--- src/rtl/core/nfba_pkg.sv ---
// Shared constants and codes of the next-fit identifier allocator.
`default_nettype none
package nfba_pkg;

  // Payload widths
  localparam int IDX_W    = 11;
  localparam int STATUS_W = 2;

  // Used-map word geometry
  localparam int WORD_W = 64;
  localparam int BIT_W  = 6;

  localparam int INDEX_COUNT_DEFAULT = 2048;

  // Command codes
  localparam logic CMD_ALLOC   = 1'b0;
  localparam logic CMD_RELEASE = 1'b1;

  // Status codes
  localparam logic [STATUS_W-1:0] ST_OK          = 2'd0;
  localparam logic [STATUS_W-1:0] ST_FULL        = 2'd1;
  localparam logic [STATUS_W-1:0] ST_BAD_RELEASE = 2'd2;

endpackage
`default_nettype wire

--- src/rtl/core/nfba_if.sv ---
// Request and response channel interfaces of the next-fit identifier allocator.
`default_nettype none
interface nfba_req_if;
  import nfba_pkg::*;
  logic             valid;
  logic             ready;
  logic             cmd;
  logic [IDX_W-1:0] release_index;

  modport source (output valid, output cmd, output release_index, input ready);
  modport sink   (input valid, input cmd, input release_index, output ready);
endinterface

interface nfba_rsp_if;
  import nfba_pkg::*;
  logic                valid;
  logic                ready;
  logic [IDX_W-1:0]    given_index;
  logic [STATUS_W-1:0] status;

  modport source (output valid, output given_index, output status, input ready);
  modport sink   (input valid, input given_index, input status, output ready);
endinterface
`default_nettype wire

--- src/rtl/core/next_fit_bitmap_index_allocator_unit.sv ---
// Next-fit bitmap identifier allocator: used-map in a word memory, scanned one word a cycle.
// Allocate: one memory read per cycle over the NW used-map words (32 at default),
//   with the start word visited twice.
// Release: read at accept, write-back of the cleared bit, output load; a refused one skips to the load.
// A finished result waits in the output register while the next item is accepted.
// After rst the used-map is cleared one word a cycle; no item is accepted then.
`default_nettype none
module next_fit_bitmap_index_allocator_unit #(
  parameter int INDEX_COUNT = nfba_pkg::INDEX_COUNT_DEFAULT
) (
  input  wire logic clk,
  input  wire logic rst,
  nfba_req_if.sink  req,
  nfba_rsp_if.source rsp
);
  import nfba_pkg::*;

  localparam int NW   = (INDEX_COUNT + WORD_W - 1) / WORD_W;
  localparam int AW   = (NW > 1) ? $clog2(NW) : 1;
  localparam int FW   = AW + BIT_W;
  localparam int CW   = $clog2(NW + 2);
  localparam int TAIL = INDEX_COUNT - WORD_W * (NW - 1);
  localparam logic [WORD_W-1:0] TAIL_MASK =
    (TAIL == WORD_W) ? '1 : ((WORD_W'(1) << TAIL) - WORD_W'(1));

  typedef enum logic [2:0] {S_CLEAR, S_IDLE, S_SCAN, S_REL, S_PUSH} state_t;

  state_t              state;
  logic [AW-1:0]       ptr;
  logic [CW-1:0]       cnt;
  logic [IDX_W-1:0]    last_given;
  logic [BIT_W-1:0]    start_bit;
  logic                ev_valid;
  logic                ev_first;
  logic                ev_last;
  logic [AW-1:0]       ev_word;
  logic [BIT_W-1:0]    rel_bit;
  logic [IDX_W-1:0]    res_index;
  logic [STATUS_W-1:0] res_status;
  logic                out_valid;
  logic [IDX_W-1:0]    out_index;
  logic [STATUS_W-1:0] out_status;

  // Used-map memory
  logic [WORD_W-1:0] mem [NW];
  logic [WORD_W-1:0] rd_data;
  logic              rd_en;
  logic [AW-1:0]     rd_addr;
  logic              wr_en;
  logic [AW-1:0]     wr_addr;
  logic [WORD_W-1:0] wr_data;

  always_ff @(posedge clk) begin
    if (wr_en) begin
      mem[wr_addr] <= wr_data;
    end
    if (rd_en) begin
      rd_data <= mem[rd_addr];
    end
  end

  logic              accept;
  logic              is_rel;
  logic              rel_ok;
  logic [FW-1:0]     start;
  logic              issue;
  logic [WORD_W-1:0] lo_mask;
  logic [WORD_W-1:0] range_mask;
  logic [WORD_W-1:0] free;
  logic [BIT_W-1:0]  pos;
  logic              hit;
  logic [FW-1:0]     found;
  logic              push;

  assign req.ready = (state == S_IDLE);
  assign accept    = req.valid && req.ready;
  assign is_rel    = (req.cmd == CMD_RELEASE);
  assign rel_ok    = (req.release_index != '0) && (32'(req.release_index) < INDEX_COUNT);
  assign start     = (32'(last_given) >= INDEX_COUNT) ? '0 : FW'(last_given);
  assign issue     = (state == S_SCAN) && (cnt <= CW'(NW));
  assign push      = (state == S_PUSH) && (!out_valid || rsp.ready);

  // Mask the word under test: start bit split, bits past the last identifier
  always_comb begin
    lo_mask    = (WORD_W'(1) << start_bit) - WORD_W'(1);
    range_mask = (ev_word == AW'(NW - 1)) ? TAIL_MASK : '1;
    free       = ~rd_data & range_mask & (ev_first ? ~lo_mask : '1) & (ev_last ? lo_mask : '1);
    pos        = '0;
    for (int b = WORD_W - 1; b >= 0; b--) begin
      if (free[b]) begin
        pos = BIT_W'(b);
      end
    end
    hit   = ev_valid && (free != '0);
    found = {ev_word, pos};
  end

  // Memory port selection
  always_comb begin
    rd_en   = 1'b0;
    rd_addr = ptr;
    wr_en   = 1'b0;
    wr_addr = ptr;
    wr_data = '0;
    case (state)
      S_CLEAR: begin
        wr_en   = 1'b1;
        wr_data = (ptr == '0) ? WORD_W'(1) : '0;
      end
      S_IDLE: begin
        rd_en   = accept && is_rel && rel_ok;
        rd_addr = AW'(req.release_index >> BIT_W);
      end
      S_SCAN: begin
        rd_en   = issue;
        wr_en   = hit;
        wr_addr = ev_word;
        wr_data = rd_data | (WORD_W'(1) << pos);
      end
      S_REL: begin
        wr_en   = rd_data[rel_bit];
        wr_addr = ev_word;
        wr_data = rd_data & ~(WORD_W'(1) << rel_bit);
      end
      default: begin
      end
    endcase
  end

  // Control sequencer and registered outputs
  always_ff @(posedge clk) begin
    if (rst) begin
      state      <= S_CLEAR;
      ptr        <= '0;
      cnt        <= '0;
      last_given <= IDX_W'(1);
      ev_valid   <= 1'b0;
      out_valid  <= 1'b0;
    end else begin
      // drop the delivered item unless a new one loads this cycle
      if (out_valid && rsp.ready && !push) begin
        out_valid <= 1'b0;
      end
      case (state)
        S_CLEAR: begin
          if (ptr == AW'(NW - 1)) begin
            ptr   <= '0;
            state <= S_IDLE;
          end else begin
            ptr <= ptr + AW'(1);
          end
        end
        S_IDLE: begin
          ev_valid <= 1'b0;
          if (accept) begin
            if (is_rel) begin
              ev_word <= AW'(req.release_index >> BIT_W);
              rel_bit <= req.release_index[BIT_W-1:0];
              if (rel_ok) begin
                state <= S_REL;
              end else begin
                res_index  <= '0;
                res_status <= ST_BAD_RELEASE;
                state      <= S_PUSH;
              end
            end else begin
              ptr       <= start[FW-1:BIT_W];
              start_bit <= start[BIT_W-1:0];
              cnt       <= '0;
              state     <= S_SCAN;
            end
          end
        end
        S_SCAN: begin
          // advance the read pointer, wrapping at the top word
          ev_valid <= issue;
          ev_word  <= ptr;
          ev_first <= (cnt == '0);
          ev_last  <= (cnt == CW'(NW));
          if (issue) begin
            cnt <= cnt + CW'(1);
            ptr <= (ptr == AW'(NW - 1)) ? '0 : ptr + AW'(1);
          end
          if (hit) begin
            last_given <= IDX_W'(found);
            res_index  <= IDX_W'(found);
            res_status <= ST_OK;
            state      <= S_PUSH;
          end else if (ev_valid && ev_last) begin
            res_index  <= '0;
            res_status <= ST_FULL;
            state      <= S_PUSH;
          end
        end
        S_REL: begin
          res_index  <= '0;
          res_status <= rd_data[rel_bit] ? ST_OK : ST_BAD_RELEASE;
          state      <= S_PUSH;
        end
        S_PUSH: begin
          // hold the result until the output register is free
          if (push) begin
            out_valid  <= 1'b1;
            out_index  <= res_index;
            out_status <= res_status;
            state      <= S_IDLE;
          end
        end
        default: begin
          state <= S_IDLE;
        end
      endcase
    end
  end

  assign rsp.valid       = out_valid;
  assign rsp.given_index = out_index;
  assign rsp.status      = out_status;

  // Reserved identifier 0 stays marked used on every write of word 0
  a_zero_kept: assert property (@(posedge clk) disable iff (rst)
    (wr_en && wr_addr == '0) |-> wr_data[0])
    else $error("identifier 0 cleared in used-map");

  // No used-map write while waiting for an item
  a_idle_no_write: assert property (@(posedge clk) disable iff (rst)
    (state == S_IDLE) |-> !wr_en)
    else $error("used-map written while idle");

  // The search point moves only during a scan
  a_last_stable: assert property (@(posedge clk) disable iff (rst)
    (state != S_SCAN) |=> $stable(last_given))
    else $error("last given identifier moved outside a scan");

  // A full map or a failed release hands out no identifier
  a_no_index_on_error: assert property (@(posedge clk) disable iff (rst)
    (out_valid && out_status != ST_OK) |-> (out_index == '0))
    else $error("identifier returned with error status");

endmodule
`default_nettype wire

--- src/flat_wrapper.sv ---
// flat-port wrapper written by rule: the top's interface ports become plain ports
module next_fit_bitmap_index_allocator_unit_flat import nfba_pkg::*;
#(
  parameter int INDEX_COUNT = nfba_pkg::INDEX_COUNT_DEFAULT
)
  (clk, rst, req_valid, req_cmd, req_release_index, req_ready, rsp_valid, rsp_given_index, rsp_status, rsp_ready);
  nfba_req_if req_i ();
  nfba_rsp_if rsp_i ();
  input  wire logic clk;
  input  wire logic rst;
  input wire logic [$bits(req_i.valid)-1:0] req_valid;
  input wire logic [$bits(req_i.cmd)-1:0] req_cmd;
  input wire logic [$bits(req_i.release_index)-1:0] req_release_index;
  output wire logic [$bits(req_i.ready)-1:0] req_ready;
  output wire logic [$bits(rsp_i.valid)-1:0] rsp_valid;
  output wire logic [$bits(rsp_i.given_index)-1:0] rsp_given_index;
  output wire logic [$bits(rsp_i.status)-1:0] rsp_status;
  input wire logic [$bits(rsp_i.ready)-1:0] rsp_ready;
  assign req_i.valid = req_valid;
  assign req_i.cmd = req_cmd;
  assign req_i.release_index = req_release_index;
  assign req_ready = req_i.ready;
  assign rsp_valid = rsp_i.valid;
  assign rsp_given_index = rsp_i.given_index;
  assign rsp_status = rsp_i.status;
  assign rsp_i.ready = rsp_ready;
  next_fit_bitmap_index_allocator_unit #(.INDEX_COUNT(INDEX_COUNT)) u_core (.clk(clk), .rst(rst), .req(req_i), .rsp(rsp_i));
endmodule
--- config.mk ---
export PLATFORM = sky130hd
export DESIGN_NAME = next_fit_bitmap_index_allocator_unit_flat
export DESIGN_NICKNAME = d
export VERILOG_FILES = /design/src/rtl/core/nfba_pkg.sv /design/src/rtl/core/nfba_if.sv /design/src/rtl/core/next_fit_bitmap_index_allocator_unit.sv /design/src/flat_wrapper.sv
export SDC_FILE = /design/constraint.sdc
export NUM_CORES = 2
export LEC_CHECK = 0
export BUFFER_PORTS_ARGS = -buffer_cell sky130_fd_sc_hd__buf_4
export CORE_MARGIN = 1.5
export CORE_UTILIZATION = 44
export DETAILED_ROUTE_END_ITERATION = 7
export PLACE_DENSITY = 0.64
export SETUP_SLACK_MARGIN = 0.5
export SLEW_MARGIN = 5
export SYNTH_ARGS = -nofsm -noshare
export SYNTH_HDL_FRONTEND = slang
export SYNTH_SLANG_ARGS = --single-unit
--- constraint.sdc ---
create_clock -name clk -period 21.7 [get_ports clk]
set_input_delay 2.17 -clock clk [delete_from_list [all_inputs] [get_ports clk]]
set_output_delay 2.17 -clock clk [all_outputs]
set_load 0.03 [all_outputs]
==> metrics.md <==
| Metric | Value |
|---|---|
| Status | completed |
| Pre-CTS setup slack | 13970 ps |
| Setup bufs post-CTS | 0 |
| I/O Pins | 31 |
| Distinct cells, synth | 110 |
| Dpl hpwl | 137 mm |
| Die area | 206000 sq um |
| Syn Area/Cell | 17.6 sq um |
| Leading cell types by count after synthesis | edfxtp_1, nand2_1, mux4_2, nand3_1, clkbuf_1 |
| DR pass1 iterations | 6 |
| CP Max Fanout | 59 |
| Cts hold-fix bufs | 0 |
| Mapped Nets | 5105 |
| Synth Flop Type | edfxtp_1 |
| Initial antenna violation count | 8 |
| CTS Buffer Depth | 3 |
| Mean number of vias per cell | 6.21 |
| Worst vdd rail ir drop | 0.0744 mV |
| Worst hold path type | reg -> reg |
| First-pass GRT wire length | 355 mm |
| NumNets Final | 5156 |
| CP max-delay cell | nor4_2 |
| Total gr overflow | 0 |
| Clock buffer count from CTS | 209 |
| Post-cts repair resize count | 0 |
| Crit. End Element | flop |
| Slowest cell delay on critical path | 640 ps |
| Period minus WS final | 7900 ps |
| Vias in the first global route | 48700 |
| F_max | 127 MHz |
| DR WL/cell | 31.1 um |
| Drt total wl | 248 mm |
| Actual slew at the worst max-slew pin | 1330 ps |
| Starting Density | 44.3% |
| Fillers | 16300 |
| Unrepaired setup endpoints after global routing | no |
| Gr usage total | 24.1% |
| Placer Congestion | 0.997 |
| DIE WIDTH | 454 um |
| Share of the synthesized area in the top cell type | 72.4% |
| Sequential area share after synthesis | 73.0% |
| Worst Clk Skew | 69.2 ps |
| Pin count of the biggest net entering global routing | 138 |
| Worst R2R Path Depth | 18 |
| Cell Area, Synth | 89500 sq um |
| Synth top area cells | edfxtp_1, mux4_2, nand2_1 |
| Critical path data arrival time | 8390 ps |
| Most repeated library cell on the critical path | buf_4 |
| Ys Warns | 0 |
| EDFF count, synth | 2157 |
| Post-DRT Antenna Nets | 0 |
| # port buffers | 30 |
| Slew HR | 11.6% |
| Final hold vios | 0 |
| Root Driver | clkbuf_16 |
| Post-synth top area cell | edfxtp_1 |
| Kind of critical path | reg -> reg |
| Synthesis-to-layout area growth | 12.4% |
| Die Span Y | 454 um |
| CP required | 22190 ps |
| Initial drt markers | 6737 |
| Total leakage power | 35.6 nW |
| Finish-stage setup viols | 0 |
| Final Cycle Share | 36.4% |
| Flops & latches, synth | 2184 |
| Ratio of cells with drive above 1 in the final layout | 21.8% |
| H-tree level count | 4 |
| Hold WS | 411 ps |
| Cell Chain, Critical Path | buf_4, nor4_2, nand2_1, ha_1, buf_4, inv_1, o2111ai_1, and3_1, o31ai_1, nand4b_1, nor4_4, a41oi_1, buf_4, o21bai_2, nand2_1, nor2_4, buf_4, buf_4 |
| Worst-Skew Late Latency | 900 ps |
| CTS sink cnt | 2184 |
| PwrDens | 85.5 nW/um^2 |
| Final Slew Violations | 0 |
| Clk slew on worst S/H paths | 70 ps |
| Row count | 165 |
| TNS Setup | 0 ps |
| Via count | 49600 |
| Cell with the most instances after synthesis | edfxtp_1 |
| Remaining DRCs | 0 |
| Asr flop ratio synth | 0% |
| Max Cap Viol | 0 |
| Worst hold stages | 0 |
| Startpoint types | flop |
| Setup ws final | 13800 ps |
| Cells after synthesis | 5083 |
| Core area | 202000 sq um |
| CTS tree | yes |
-- worst paths after layout --
path,end,start,slack (ps)
hold / removal,u_core.start_bit[5]$_DFFE_PP_,u_core.last_given[5]$_SDFFE_PP0P_,410
setup / recovery,u_core.mem[23][20]$_DFFE_PP_,u_core.start_bit[4]$_DFFE_PP_,13800
hold reg to reg,u_core.start_bit[5]$_DFFE_PP_,u_core.last_given[5]$_SDFFE_PP0P_,410
setup reg to reg,u_core.mem[23][20]$_DFFE_PP_,u_core.start_bit[4]$_DFFE_PP_,13800
-- logic make-up after synthesis --
family / after synthesis / synth area share [%]
AO/OA/AOI/OAI: 554 / 4.16
XOR/XNOR: 9 / 0.0881
adder cells (fa/ha/maj): 6 / 0.0839
buffers and inverters: 364 / 1.64
flip-flops: 2184 / 73.0
multiplexers: 574 / 13.9
AND/OR/NAND/NOR: 1392 / 7.12
-- registers in the layout (all words and copies together) (netlist names), 3 cells and up --
| signal | count |
|---|---|
| u_core.res_index | 11 |
| u_core.cnt | 6 |
| u_core.rel_bit | 6 |
| u_core.mem | 2048 |
| u_core.rd_data | 64 |
| u_core.last_given | 11 |
| u_core.start_bit | 6 |
| u_core.state | 3 |
| u_core.ev_word | 5 |
| u_core.rsp.given_index | 11 |
| u_core.ptr | 5 |
-- report_power, final --
group	switching [W]	leakage, nW	internal, W
Sequential	0.00000973	23.5	0.00462
Combinational	0.000258	8.81	0.000160
Clock	0.00159	3.21	0.00195
Total	0.00186	35.6	0.00674
-- cells in the final DEF, fill, tap and decap left out, drive strengths merged, types with 9 or more instances in the layout --
| cell type | instances |
|---|---|
| a211o | 13 |
| a211oi | 25 |
| a21o | 9 |
| a21oi | 107 |
| a31oi | 14 |
| and2 | 11 |
| and3 | 12 |
| buf | 167 |
| bufinv | 14 |
| clkbuf | 258 |
| clkinv | 97 |
| dfxtp | 27 |
| edfxtp | 2157 |
| inv | 45 |
| mux2 | 10 |
| mux2i | 31 |
| mux4 | 533 |
| nand2 | 669 |
| nand2b | 15 |
| nand3 | 367 |
| nand4 | 10 |
| nor2 | 161 |
| nor2b | 14 |
| nor3 | 42 |
| nor3b | 11 |
| nor4 | 20 |
| o211ai | 9 |
| o21a | 11 |
| o21ai | 196 |
| o22ai | 12 |
| o31ai | 66 |
| or3 | 16 |
-- worst max-delay path: cells and delay by family, from the launching register on --
| family | cells | cell delay [ps] |
|---|---|---|
| adders and majority gates | 1 | 410 |
| and+or+nand+nor | 7 | 2790 |
| DFF | 1 | 360 |
| buffers and inverters | 6 | 2680 |
| AOI/OAI and AO/OA | 4 | 1170 |
-- area by class of cell --
class / count / area, sq um / area share (%)
multi-input combinational: 2535 / 23700 / 23.6
timing repair buffer: 167 / 1370 / 1.36
antenna: 2 / 5.00 / 0.00498
inverter: 37 / 139 / 0.138
sequential: 2184 / 65300 / 65.0
clock buffer: 258 / 5410 / 5.38
tap: 2672 / 3340 / 3.32
clock inverter: 126 / 1270 / 1.26
-- layer usage --
metal	wire (um)	track usage (%)	share of wire, %	vias up
met5	13	0.0233	0.0052	-
met4	8470	8.44	3.4	2
met3	23600	4.88	9.5	404
met2	113000	36.1	46	2519
met1	103000	35.1	42	26100
li1	-	-	-	20600
-- per-stage QoR --
step           cell area, sq um  total power (W)  instances  utilization, %
4_1_cts                  100000          0.00865       7975            49.7
3_5_place_dp              93800          0.00515       7591            46.4
2_1_floorplan             89500          0.00500       5083               -
6_report                 101000          0.00859       7981            49.7
5_1_grt                  101000          0.00883       7980            49.7
3_3_place_gp              93800          0.00514       7591            46.4
No activity file was read; power rests on OpenSTA's default activity.
